==> src/hdl/tekd_pkg.sv <==
package tekd_pkg;

  localparam int KeyW  = 9;
  localparam int ByteW = 8;

  localparam logic [ByteW-1:0] CH_ESC   = 8'h1b;
  localparam logic [ByteW-1:0] CH_LBRK  = 8'h5b;
  localparam logic [ByteW-1:0] CH_O     = 8'h4f;
  localparam logic [ByteW-1:0] CH_TILDE = 8'h7e;
  localparam logic [ByteW-1:0] CH_SEMI  = 8'h3b;
  localparam logic [ByteW-1:0] CH_0     = 8'h30;
  localparam logic [ByteW-1:0] CH_1     = 8'h31;
  localparam logic [ByteW-1:0] CH_3     = 8'h33;
  localparam logic [ByteW-1:0] CH_4     = 8'h34;
  localparam logic [ByteW-1:0] CH_5     = 8'h35;
  localparam logic [ByteW-1:0] CH_6     = 8'h36;
  localparam logic [ByteW-1:0] CH_7     = 8'h37;
  localparam logic [ByteW-1:0] CH_8     = 8'h38;
  localparam logic [ByteW-1:0] CH_9     = 8'h39;
  localparam logic [ByteW-1:0] CH_A     = 8'h41;
  localparam logic [ByteW-1:0] CH_B     = 8'h42;
  localparam logic [ByteW-1:0] CH_C     = 8'h43;
  localparam logic [ByteW-1:0] CH_D     = 8'h44;
  localparam logic [ByteW-1:0] CH_F     = 8'h46;
  localparam logic [ByteW-1:0] CH_H     = 8'h48;

  localparam logic [KeyW-1:0] KEY_NONE   = 9'd0;
  localparam logic [KeyW-1:0] KEY_ESC    = 9'd27;
  localparam logic [KeyW-1:0] KEY_LEFT   = 9'd256;
  localparam logic [KeyW-1:0] KEY_RIGHT  = 9'd257;
  localparam logic [KeyW-1:0] KEY_UP     = 9'd258;
  localparam logic [KeyW-1:0] KEY_DOWN   = 9'd259;
  localparam logic [KeyW-1:0] KEY_DEL    = 9'd260;
  localparam logic [KeyW-1:0] KEY_HOME   = 9'd261;
  localparam logic [KeyW-1:0] KEY_END    = 9'd262;
  localparam logic [KeyW-1:0] KEY_PGUP   = 9'd263;
  localparam logic [KeyW-1:0] KEY_PGDN   = 9'd264;
  localparam logic [KeyW-1:0] KEY_CUP    = 9'd265;
  localparam logic [KeyW-1:0] KEY_CDOWN  = 9'd266;
  localparam logic [KeyW-1:0] KEY_CRIGHT = 9'd267;
  localparam logic [KeyW-1:0] KEY_CLEFT  = 9'd268;

  typedef enum logic [5:0] {
    PH_IDLE  = 6'b000001,
    PH_ESC   = 6'b000010,
    PH_SEQ   = 6'b000100,
    PH_DIGIT = 6'b001000,
    PH_SEMI  = 6'b010000,
    PH_MOD   = 6'b100000
  } phase_t;

  typedef struct packed {
    phase_t           phase;
    logic [ByteW-1:0] first_seq_byte;
    logic [ByteW-1:0] second_seq_byte;
    logic [ByteW-1:0] modifier_byte;
  } dec_state_t;

  typedef struct packed {
    logic            emit;
    logic [KeyW-1:0] key_code;
  } dec_result_t;

  function automatic logic [KeyW-1:0] csi_letter(input logic [ByteW-1:0] b);
    logic [KeyW-1:0] k;
    case (b)
      CH_A:    k = KEY_UP;
      CH_B:    k = KEY_DOWN;
      CH_C:    k = KEY_RIGHT;
      CH_D:    k = KEY_LEFT;
      CH_H:    k = KEY_HOME;
      CH_F:    k = KEY_END;
      default: k = KEY_NONE;
    endcase
    return k;
  endfunction

  function automatic logic [KeyW-1:0] tilde_digit(input logic [ByteW-1:0] d);
    logic [KeyW-1:0] k;
    case (d)
      CH_1, CH_7: k = KEY_HOME;
      CH_3:       k = KEY_DEL;
      CH_4, CH_8: k = KEY_END;
      CH_5:       k = KEY_PGUP;
      CH_6:       k = KEY_PGDN;
      default:    k = KEY_NONE;
    endcase
    return k;
  endfunction

  function automatic logic [KeyW-1:0] ctrl_letter(input logic [ByteW-1:0] b);
    logic [KeyW-1:0] k;
    case (b)
      CH_A:    k = KEY_CUP;
      CH_B:    k = KEY_CDOWN;
      CH_C:    k = KEY_CRIGHT;
      CH_D:    k = KEY_CLEFT;
      default: k = KEY_NONE;
    endcase
    return k;
  endfunction

endpackage

==> src/hdl/tekd_decode.sv <==
module tekd_decode
  import tekd_pkg::*;
(
  input  dec_state_t       st,
  input  logic             kind,
  input  logic [ByteW-1:0] rx_byte,
  output dec_state_t       st_nxt,
  output dec_result_t      res
);

  logic seq_active;

  always_comb begin
    seq_active = (st.phase == PH_ESC) || (st.phase == PH_SEQ) || (st.phase == PH_DIGIT) ||
                 (st.phase == PH_SEMI) || (st.phase == PH_MOD);
    st_nxt       = st;
    res.emit     = 1'b0;
    res.key_code = KEY_NONE;
    if (seq_active && kind) begin
      st_nxt.phase = PH_IDLE;
      res.emit     = 1'b1;
      res.key_code = KEY_ESC;
    end else begin
      case (st.phase)
        PH_ESC: begin
          st_nxt.first_seq_byte = rx_byte;
          st_nxt.phase          = PH_SEQ;
        end
        PH_SEQ: begin
          st_nxt.second_seq_byte = rx_byte;
          st_nxt.phase           = PH_IDLE;
          res.emit               = 1'b1;
          if (st.first_seq_byte == CH_LBRK) begin
            if (rx_byte >= CH_0 && rx_byte <= CH_9) begin
              st_nxt.phase = PH_DIGIT;
              res.emit     = 1'b0;
            end else begin
              res.key_code = csi_letter(rx_byte);
            end
          end else if (st.first_seq_byte == CH_O) begin
            if (rx_byte == CH_H) begin
              res.key_code = KEY_HOME;
            end else if (rx_byte == CH_F) begin
              res.key_code = KEY_END;
            end
          end else begin
            res.key_code = KEY_ESC;
          end
        end
        PH_DIGIT: begin
          if (rx_byte == CH_SEMI) begin
            st_nxt.phase = PH_SEMI;
          end else begin
            st_nxt.phase = PH_IDLE;
            res.emit     = 1'b1;
            if (rx_byte == CH_TILDE) begin
              res.key_code = tilde_digit(st.second_seq_byte);
            end
          end
        end
        PH_SEMI: begin
          st_nxt.modifier_byte = rx_byte;
          st_nxt.phase         = PH_MOD;
        end
        PH_MOD: begin
          st_nxt.phase = PH_IDLE;
          res.emit     = 1'b1;
          if (st.second_seq_byte == CH_1 && st.modifier_byte == CH_5) begin
            res.key_code = ctrl_letter(rx_byte);
          end
        end
        default: begin
          st_nxt.phase = PH_IDLE;
          if (!kind) begin
            if (rx_byte == CH_ESC) begin
              st_nxt.phase = PH_ESC;
            end else begin
              res.emit     = 1'b1;
              res.key_code = {1'b0, rx_byte};
            end
          end
        end
      endcase
    end
  end

endmodule

==> src/hdl/terminal_escape_key_decoder_unit.sv <==
// terminal escape key decoder
// input channel: in_valid / in_stall with in_kind (0 = byte, 1 = read gap) and in_rx_byte;
//   a transaction is taken at a clock edge with in_valid high and in_stall low
// output channel: out_valid / out_stall with out_key_code (0-255 raw byte, 256-268 keys)
// a plain byte gives its own code at once; an escape sequence gives one code on the
//   byte that completes it, and bytes inside a sequence give no output transaction
// path: the input transaction lands in an input register, the decode state machine
//   runs on it and writes the result register, which drives out_valid and out_key_code
// throughput: one input transaction per cycle while out_stall holds no result, set by
//   the combinational decode step between the input register and the result register
// stall: while out_stall holds a result, the input register fills and then in_stall
//   rises; no transaction is lost or repeated, and out_key_code holds while stalled
// reset: rst_n low at a clock edge empties both registers and returns the decoder
//   to idle with its stored sequence bytes cleared
module terminal_escape_key_decoder_unit
  import tekd_pkg::*;
(
  input  logic            clk,
  input  logic            rst_n,
  input  logic            in_valid,
  output logic            in_stall,
  input  logic            in_kind,
  input  logic [ByteW-1:0] in_rx_byte,
  output logic            out_valid,
  input  logic            out_stall,
  output logic [KeyW-1:0] out_key_code
);

  logic             in_valid_r;
  logic             kind_r;
  logic [ByteW-1:0] byte_r;
  dec_state_t       st_r;
  dec_state_t       st_nxt;
  dec_result_t      res;
  logic             out_valid_r;
  logic [KeyW-1:0]  key_r;
  logic             out_free;
  logic             step;

  assign out_free = !out_valid_r || !out_stall;
  assign step     = in_valid_r && out_free;
  assign in_stall = in_valid_r && !out_free;

  tekd_decode u_decode (
    .st      (st_r),
    .kind    (kind_r),
    .rx_byte (byte_r),
    .st_nxt  (st_nxt),
    .res     (res)
  );

  always_ff @(posedge clk) begin
    if (!rst_n) begin
      in_valid_r <= 1'b0;
    end else if (!in_stall) begin
      in_valid_r <= in_valid;
    end
  end

  always_ff @(posedge clk) begin
    if (in_valid && !in_stall) begin
      kind_r <= in_kind;
      byte_r <= in_rx_byte;
    end
  end

  always_ff @(posedge clk) begin
    if (!rst_n) begin
      st_r.phase           <= PH_IDLE;
      st_r.first_seq_byte  <= '0;
      st_r.second_seq_byte <= '0;
      st_r.modifier_byte   <= '0;
    end else if (step) begin
      st_r <= st_nxt;
    end
  end

  always_ff @(posedge clk) begin
    if (!rst_n) begin
      out_valid_r <= 1'b0;
    end else if (out_free) begin
      out_valid_r <= step && res.emit;
    end
  end

  always_ff @(posedge clk) begin
    if (out_free && step && res.emit) begin
      key_r <= res.key_code;
    end
  end

  assign out_valid    = out_valid_r;
  assign out_key_code = key_r;

endmodule

==> config.mk <==
export PLATFORM = sky130hd
export DESIGN_NAME = terminal_escape_key_decoder_unit
export DESIGN_NICKNAME = d
export VERILOG_FILES = /design/src/hdl/tekd_pkg.sv /design/src/hdl/tekd_decode.sv /design/src/hdl/terminal_escape_key_decoder_unit.sv
export SDC_FILE = /design/constraint.sdc
export NUM_CORES = 1
export LEC_CHECK = 0
export BUFFER_PORTS_ARGS = -buffer_cell sky130_fd_sc_hd__buf_2
export CORE_MARGIN = 1
export CORE_UTILIZATION = 53
export DETAILED_ROUTE_END_ITERATION = 8
export PLACE_DENSITY = 0.74
export SETUP_SLACK_MARGIN = 0.2
export SLEW_MARGIN = 30
export SYNTH_ARGS = -nofsm -noshare
export SYNTH_HDL_FRONTEND = slang
export SYNTH_SLANG_ARGS = --single-unit
==> constraint.sdc <==
create_clock -name clk -period 2.8 [get_ports clk]
set_input_delay 0.28 -clock clk [delete_from_list [all_inputs] [get_ports clk]]
set_output_delay 0.28 -clock clk [all_outputs]
set_load 0.02 [all_outputs]
==> results of run 1 <==
## flip-flops by register name, summed over array words and instances, names as in the netlist
name and cells:
in_valid_r 1, kind_r 1, st_r 30, byte_r 8
out_valid 1, out_key_code 9
## power groups by stage
stage	logic (mW)	registers (mW)	clock network [mW]
2_1_floorplan	0.0488	0.799	0
3_3_place_gp	0.0719	0.807	0
3_5_place_dp	0.0736	0.807	0
4_1_cts	0.0741	0.791	0.619
5_1_grt	0.0970	0.791	0.644
6_report	0.0895	0.789	0.610
## cells by family after synthesis
kind of cell | Yosys count | share of synthesized area [%]
xor gates and xnor gates | 2 | 0.7108
buffers and inverters | 16 | 2.792
DFF | 50 | 47.92
and+or+nand+nor | 118 | 27.26
muxes | 25 | 10.15
AOI/OAI and AO/OA | 37 | 11.17
## per-stage QoR
step	util (%)	instance area (sq um)	power, mW	std cells	hold WS [ns]
6_report	64.37	2841	1.489	333	0.1430
5_1_grt	64.37	2841	1.532	333	0.1236
4_1_cts	62.42	2755	1.484	322	0.1350
3_5_place_dp	59.30	2618	0.8811	314	0.4473
3_3_place_gp	59.30	2618	0.8785	314	0.4423
2_1_floorplan	-	2465	0.8474	248	0.3789
## synthesized netlist by cell type (all sizes together) (2+ instances only)
| cell type | count | share of area, % |
|---|---|---|
| a211oi | 2 | 0.61 |
| a21oi | 7 | 1.4 |
| a22oi | 2 | 0.61 |
| a311oi | 2 | 0.71 |
| a31o | 2 | 0.71 |
| a31oi | 2 | 0.51 |
| a32oi | 2 | 0.71 |
| and2 | 3 | 0.76 |
| and3 | 3 | 0.76 |
| buf | 2 | 0.66 |
| clkbuf | 11 | 1.7 |
| dfxtp | 32 | 26 |
| edfxtp | 18 | 22 |
| inv | 3 | 0.46 |
| mux2i | 25 | 10 |
| nand2 | 24 | 3.7 |
| nand2b | 4 | 1.0 |
| nand3 | 3 | 0.61 |
| nand3b | 2 | 0.61 |
| nand4 | 3 | 0.76 |
| nand4b | 3 | 1.1 |
| nand4bb | 3 | 1.4 |
| nor2 | 32 | 4.9 |
| nor2b | 6 | 1.5 |
| nor3 | 9 | 1.8 |
| nor3b | 4 | 1.2 |
| nor4 | 4 | 1.6 |
| nor4b | 3 | 1.1 |
| nor4bb | 2 | 0.81 |
| o2111ai | 2 | 0.71 |
| o211ai | 4 | 1.2 |
| o21ai | 4 | 0.96 |
| or2 | 2 | 0.61 |
| or3b | 2 | 0.71 |
| or4 | 2 | 0.61 |
| or4b | 4 | 1.8 |
## routing by layer
layer  vias to the layer above  share of wire (%)  global-route usage, %
li1                        980                  -                      -
met1                       982                 47                  33.18
met2                        72                 47                  39.21
met4                         0                1.1                  6.667
met3                         8                5.8                  4.762
met5                         -                  0                      0
## layout make-up
cell class | instances | area, sq um
Tap cell | 52 | 65.06
Sequential cell | 50 | 1181
Fill cell | 362 | 1573
Clock buffer | 5 | 68.82
Inverter | 3 | 11.26
Clock inverter | 3 | 68.82
Timing Repair Buffer | 38 | 227.7
Multi-Input combinational cell | 182 | 1219
## final timing paths
| kind | end | cells past startpoint | slack, ns |
|---|---|---|---|
| setup / recovery | out_key_code[3] | 4 | 0.38 |
| hold / removal | byte_r[4] | 1 | 0.14 |
| setup reg to reg | out_key_code[3] | 4 | 0.38 |
| hold reg to reg | st_r[15] | 2 | 0.46 |
## worst max-delay path, stage by stage, from the launching register on
cell and delay, ns:
edfxtp_1 0.63, nand4b_1 0.33, or4_1 0.64, a21oi_1 0.23
a21oi_1 0.28
## timing repair
item | in CTS | in global routing
setup endpoints to repair | 0 | 1
buffers inserted | 0 | 11
resized for setup | 0 | 1
==> run metrics, run 1 <==
RePlAce Congestion 0.9053; initial antenna violation count 0; worst vdd ir 0.0004050 V; Arr. time, crit path 2.42 ns; Syn Nets 261; WL/cell 17.32 microns; min-delay worst type in2reg; clock sink total 50; Final Slew Violations 0; largest net degree at the start of global routing 23; Initial Util 55.84%; Die W 70.20 microns; setup TNS after final layout 0 ns; Leak 1.147 nW; outcome complete, no violations; Ant. Diodes 0; Die Ht 70.20 microns; Mapped Area 2465 sq um; Power Density 524.0 nW/um^2; Hold-fix buffers, CTS 0; Post-Route WL 5769 microns; Remaining Overflow, GRT 0; worst slew pin tran 0.8652 ns; switching power 325.3 uW; commonest register cell after synthesis dfxtp_1; Netlist cell types 52; f_max 412.5 MHz; vias in the first global route 1868; max-cap viol count 0; Syn. warnings 0; Placeable Area 4414 sq um; Rows 24; Switching Share 21.85%; post-synthesis async set-or-reset flop share 0%; vias after detailed routing 2042; Post-synth EDFFs 18; Cells after Synth 248; crit path from byte_r[2]; Synth Register Bits 50; reg2reg start byte_r[2]; Hold Path Origin in_rx_byte[4]; crit end category register; Pre-antenna DRT Iters 4; pre-CTS setup slack 0.3737 ns; Final nets 293; Avg Synthesized Cell Area 9.939 sq um; power share of the sequential group 53.0%; first-pass GRT wire length 9273 microns; DRC errors left 0; Cell Int Power 1.164 mW; clock skew 0.01237 ns; vias per cell 6.132; Layout area overhead 15.28%; RSZ-0062 raised after global routing no; Gate power share 6.0%; fin crit share 86.58%; Worst-path clk slew 0.09 ns; setup ws final 0.3757 ns; Tmin final 2.424 ns; startpoint types register; Final HPWL DP 3841 microns; worst rel slew slack 42.20%; H-tree levels 2; Final setup viols 0; port bufs 23; Worst EP required 2.79 ns; Post-DRT Antenna Nets 0; crit path max fanout 17; CTS root buf clkbuf_8; share of layout cells above drive strength 1 20.64%; sequential element share of the synthesized area 47.92%; WS Path Type reg2reg; die area 4927 sq um; final hold vios 0; Tot GR Track Use 24.27%; # IOs 24; CTS Buffer Depth 2; CTS tree done; Starting DRT DRC Count 221; clk_lat worst skew 0.31 ns; clock power share 41.0%; number of CTS-inserted buffers 5; most frequent cells in the layout nor2_1, dfxtp_1, mux2i_1, nand2_1, buf_2
(Power assumes the default switching activity.)
==> run 2: changes to the inputs <==
--- a/config.mk
+++ b/config.mk
@@ -9,9 +9,10 @@
 export CORE_MARGIN = 1
 export CORE_UTILIZATION = 53
 export DETAILED_ROUTE_END_ITERATION = 8
-export PLACE_DENSITY = 0.74
+export GPL_TIMING_DRIVEN = 1
+export PLACE_DENSITY = 0.73
 export SETUP_SLACK_MARGIN = 0.2
-export SLEW_MARGIN = 30
 export SYNTH_ARGS = -nofsm -noshare
 export SYNTH_HDL_FRONTEND = slang
+export SYNTH_HIERARCHICAL = 1
 export SYNTH_SLANG_ARGS = --single-unit
==> run metrics, run 2 <==
met2 WL 2939 microns; Syn. warnings 6; die area 5845 sq um; Syn Nets 326; fraction of the mapped netlist area in simple logic gates 27.43%; sum of buffers and inverters on the critical path 1; initial antenna violation count 0; CTS tree done; Layout area overhead 6.687%; Multi-input gate area 1595 sq um; Non-Filler Instances 402; most numerous cell in the Yosys netlist nand2_1; Post-Route WL 6198 microns; Starting DRT DRC Count 195; H-tree levels 2; final hold vios 0; vias in the first global route 2202; Synth Area in Compound Gates 9.412%; startpoint types register; Netlist cell types 61; Post-DP Area 3033 sq um; crit path max fanout 12; met1 wire length 2725 microns; outcome complete, no violations; Area contributors post-synth dfxtp_1, edfxtp_1, nand2_1, mux2i_1, mux2_2; Mapped Area 2938 sq um; share of layout cells above drive strength 1 21.39%; cell repeated most along the worst path nand2_1; DRC errors left 0; Gate power share 7.1%; post-synthesis async set-or-reset flop share 0%; clock power share 33.3%; Initial Util 56.09%; commonest register cell after synthesis dfxtp_1; Post-Layout Inst Area 3134 sq um; Largest Register st_r; Avg Synthesized Cell Area 9.386 sq um; Post-synth EDFFs 18; power share of the sequential group 59.6%; max reg flops 30; number of CTS-inserted buffers 5; Synth Area in XOR/XNOR 0.8944%; max-cap viol count 0; crit-path cells nor2_1, nand4_1, or4b_2, nand2_1, nand3_1, nand2_1, a21oi_1, buf_4; Placeable Area 5238 sq um; Synth area leader dfxtp_1; Arr. time, crit path 2.43 ns; worst vdd ir 0.0004421 V; largest net degree at the start of global routing 42; WL/cell 15.42 microns; Max Used Layer met4; Cell Int Power 988.0 uW; RePlAce Congestion 1.001; routed wl met3 354 microns; f_max 424.6 MHz; post_cts resized 0; CTS Buffer Depth 2; RSZ-0062 raised after global routing no; Placed Cells 394; most common cell after layout, fill and taps aside nand2_1; setup TNS after final layout 0 ns; Ant. Diodes 0; delay-heaviest family, CP simple AND/OR/NAND/NOR gates; crit end category register; min-delay worst type in2reg; Commonest cells post-synth nand2_1, dfxtp_1, mux2i_1; Leak 1.165 nW; final core utilization 59.84%; first-pass GRT wire length 10520 microns; # IOs 24; vias per cell 5.928; postcts setup bufs 0; Final setup viols 0; Switching Share 25.26%; Synth Area in Adders 0%; worst slew pin tran 0.7849 ns; Synth Register Bits 50; clk_lat worst skew 0.31 ns; fin crit share 84.12%; WS Path Type reg2reg; Worst-path clk slew 0.10 ns; Final HPWL DP 4373 microns; Die W 76.45 microns; Tot GR Track Use 22.92%; Hold-fix buffers, CTS 0; pre-CTS setup slack 0.4047 ns; Rows 26; port bufs 23; fillers 468; worst rel slew slack 47.57%; Max stage delay cell, worst path or4b_2; switching power 333.9 uW; CTS root buf clkbuf_8; slowest cell delay on critical path 0.71 ns; most frequent cells in the layout nand2_1, dfxtp_1, mux2i_1, buf_2, edfxtp_1; dominant combinational cell family by area after synthesis simple AND/OR/NAND/NOR gates; sequential element share of the synthesized area 40.20%; Remaining Overflow, GRT 0; Power Density 421.7 nW/um^2; mux cell area share after synthesis 16.35%; clock skew 0.009368 ns; Worst EP required 2.87 ns; Die Ht 76.45 microns; clock sink total 50; Final nets 344; Final Slew Violations 0; Cells after Synth 313; Tmin final 2.355 ns; Pre-antenna DRT Iters 5; vias after detailed routing 2383; setup ws final 0.4447 ns; Yosys top cell area share 21.81%; Post-DRT Antenna Nets 0; register area 1181 sq um
-- run 2: cell count changes in the layout (fill, tap and decap cells not counted), sizes merged, moves of 7 or more --
cell,change
o21ai,+7
nand2,+59
nor2,-20
mux2,+16
buf,-10
-- run 2: layer usage --
metal  track usage (%)  vias up
li1                  -     1159
met1             28.43     1109
met2             38.11       97
met3             4.431       18
met4             10.96        0
met5                 0        -
-- run 2: cells by family after synthesis --
| family | after synthesis |
|---|---|
| buffers and inverters | 23 |
| and+or+nand+nor | 153 |
| muxes | 46 |
| AOI/OAI and AO/OA | 38 |
| xor gates and xnor gates | 3 |
| DFF | 50 |
-- run 2: worst reg2reg max path, stage by stage, from the launching register on --
cell and delay, ns:
edfxtp_1 0.59, nor2_1 0.16, nand4_1 0.16, or4b_2 0.71, nand2_1 0.10, nand3_1 0.07
nand2_1 0.11, a21oi_1 0.04, buf_4 0.18
-- run 2: path summary, 6_finish.rpt --
path | endpoint | startpoint | cells past startpoint | slack, ns
worst max register to register | out_key_code[2] | byte_r[2] | 8 | 0.44
worst min register to register | st_r[23] | st_r[23] | 2 | 0.47
worst max-delay path | out_key_code[2] | byte_r[2] | 8 | 0.44
worst min-delay path | byte_r[7] | in_rx_byte[7] | 1 | 0.14
-- run 2: per-stage QoR --
| step | hold WS, ns | power [mW] |
|---|---|---|
| after floorplan | 0.3789 | 0.8779 |
| after global placement | 0.4531 | 0.8971 |
| after detailed placement | 0.4583 | 0.8980 |
| after CTS | 0.1271 | 1.337 |
| after global routing | 0.1167 | 1.379 |
| final | 0.1369 | 1.322 |
-- run 2: final cells by class --
class,instances,share of cell area (%)
timing repair buffer,28,4.870
multi-input combinational,240,50.90
clock inverter,3,0.8383
tap,70,2.794
sequential,50,37.68
clock buffer,5,2.196
inverter,6,0.7186
-- run 2: power groups by stage --
stage	Clock, mW	Sequential (mW)	Combinational, mW
after CTS	0.455	0.788	0.0939
after global routing	0.487	0.790	0.103
after floorplan	0	0.796	0.0814
after global placement	0	0.805	0.0923
after detailed placement	0	0.804	0.0937
final	0.440	0.788	0.0937
==> run 3: changes to the inputs <==
==> constraint.sdc (replaced) <==
create_clock -name clk -period 2.3 [get_ports clk]
set_input_delay 0.23 -clock clk [delete_from_list [all_inputs] [get_ports clk]]
set_output_delay 0.23 -clock clk [all_outputs]
set_load 0.02 [all_outputs]
==> run metrics, run 3 (synthesis results as in run 2) <==
outcome complete, no violations; CTS root buf clkbuf_8; clock skew 0.008547 ns; final core utilization 65.03%; CTS tree done; first-pass GRT wire length 11120 microns; H-tree levels 2; Post-Layout Inst Area 3406 sq um; Arr. time, crit path 2.22 ns; Final Slew Violations 0; Ant. Diodes 0; Die Ht 76.45 microns; Hold-fix buffers, CTS 0; Tot Pwr 1.635 mW; initial antenna violation count 0; crit end category register; Placeable Area 5238 sq um; vias in the first global route 2290; Final setup viols 0; most frequent cells in the layout nand2_1, mux2i_1, dfxtp_1, buf_2, buf_4; Tmin final 2.075 ns; share of layout cells above drive strength 1 29.75%; Die W 76.45 microns; Cell Int Power 1.219 mW; Power Density 480.0 nW/um^2; Post-DP Area 3153 sq um; Final HPWL DP 4750 microns; WS Path Type reg2reg; Switching Share 25.40%; worst vdd ir 0.0004650 V; vias after detailed routing 2436; Post-Route WL 6518 microns; Rows 26; Leak 1.303 nW; setup TNS after final layout 0 ns; CTS Buffer Depth 2; port bufs 23; min-delay worst type in2reg; # IOs 24; Pre-antenna DRT Iters 5; power share of the sequential group 57.8%; worst slew pin tran 0.5302 ns; Tot GR Track Use 23.95%; clock power share 32.3%; RSZ-0062 raised after global routing yes; Worst-path clk slew 0.10 ns; Initial Util 56.09%; Gate power share 9.8%; startpoint types register; f_max 481.9 MHz; clk_lat worst skew 0.30 ns; fillers 447; crit path max fanout 8; clock sink total 50; vias per cell 5.759; switching power 415.2 uW; die area 5845 sq um; max-cap viol count 0; largest net degree at the start of global routing 45; DRC errors left 0; Starting DRT DRC Count 163; Layout area overhead 15.93%; Largest Register st_r; number of CTS-inserted buffers 5; worst rel slew slack 64.65%; WL/cell 15.41 microns; most common cell after layout, fill and taps aside nand2_1; RePlAce Congestion 0.9062; Remaining Overflow, GRT 0; final hold vios 0; Final nets 365; fin crit share 90.23%; Post-DRT Antenna Nets 0; Worst EP required 2.45 ns; max reg flops 30
## run 3: layer usage
| metal | global-route usage, % | share of wire, % | vias to the layer above | wire (microns) |
|---|---|---|---|---|
| met5 | 0 | 0 | - | 0 |
| met4 | 8.462 | 1.9 | 0 | 122 |
| met3 | 3.353 | 4.6 | 13 | 300 |
| met2 | 41.44 | 47 | 79 | 3073 |
| met1 | 30.32 | 46 | 1137 | 3021 |
| li1 | - | - | 1207 | - |
## run 3: final timing paths
kind                                    start               to  slack, ns  depth (start not counted)
worst max-delay path                 st_r[28]  out_key_code[0]       0.22                          4
worst min-delay path            in_rx_byte[1]        byte_r[1]       0.09                          1
worst max register to register       st_r[28]  out_key_code[0]       0.22                          4
worst min register to register        st_r[0]          st_r[0]       0.47                          2
## run 3: cell type report
type,count,area (sq um),area share (%)
Clock buffer,5,68.82,2.021
Tap cell,70,87.58,2.572
Timing Repair Buffer,48,319.1,9.368
Inverter,6,22.52,0.6613
Clock inverter,3,25.02,0.7348
Sequential cell,50,1186,34.83
Multi-Input combinational cell,241,1697,49.82
## run 3: critical path, cell delays in order (launching register included)
cell and delay (ns):
dfxtp_4 0.38, or4_4 0.54, or3_4 0.38, or4_4 0.53
o2111ai_2 0.09
## run 3: metrics by stage
step,cells,setup slack (ns),hold slack (ns)
after floorplan,313,0.2516,0.3289
after global placement,406,0.1359,0.4067
after detailed placement,406,0.05836,0.4081
after CTS,417,0.2091,0.09260
after global routing,423,0.1569,0.07629
final,423,0.2248,0.09429
## run 3: repair_timing
action,4_1_cts,5_1_grt
setup endpoints to repair,16,16
resized for setup,7,14
pin swaps,3,6
buffers inserted,2,6
cloned,1,0
## run 3: power by group through the flow
stage	combinational (mW)	sequential [mW]	clock (mW)
global route	0.175	0.947	0.574
global placement	0.146	0.966	0
detailed placement	0.145	0.966	0
CTS	0.150	0.945	0.533
floorplan	0.101	0.970	0
finish	0.161	0.945	0.529
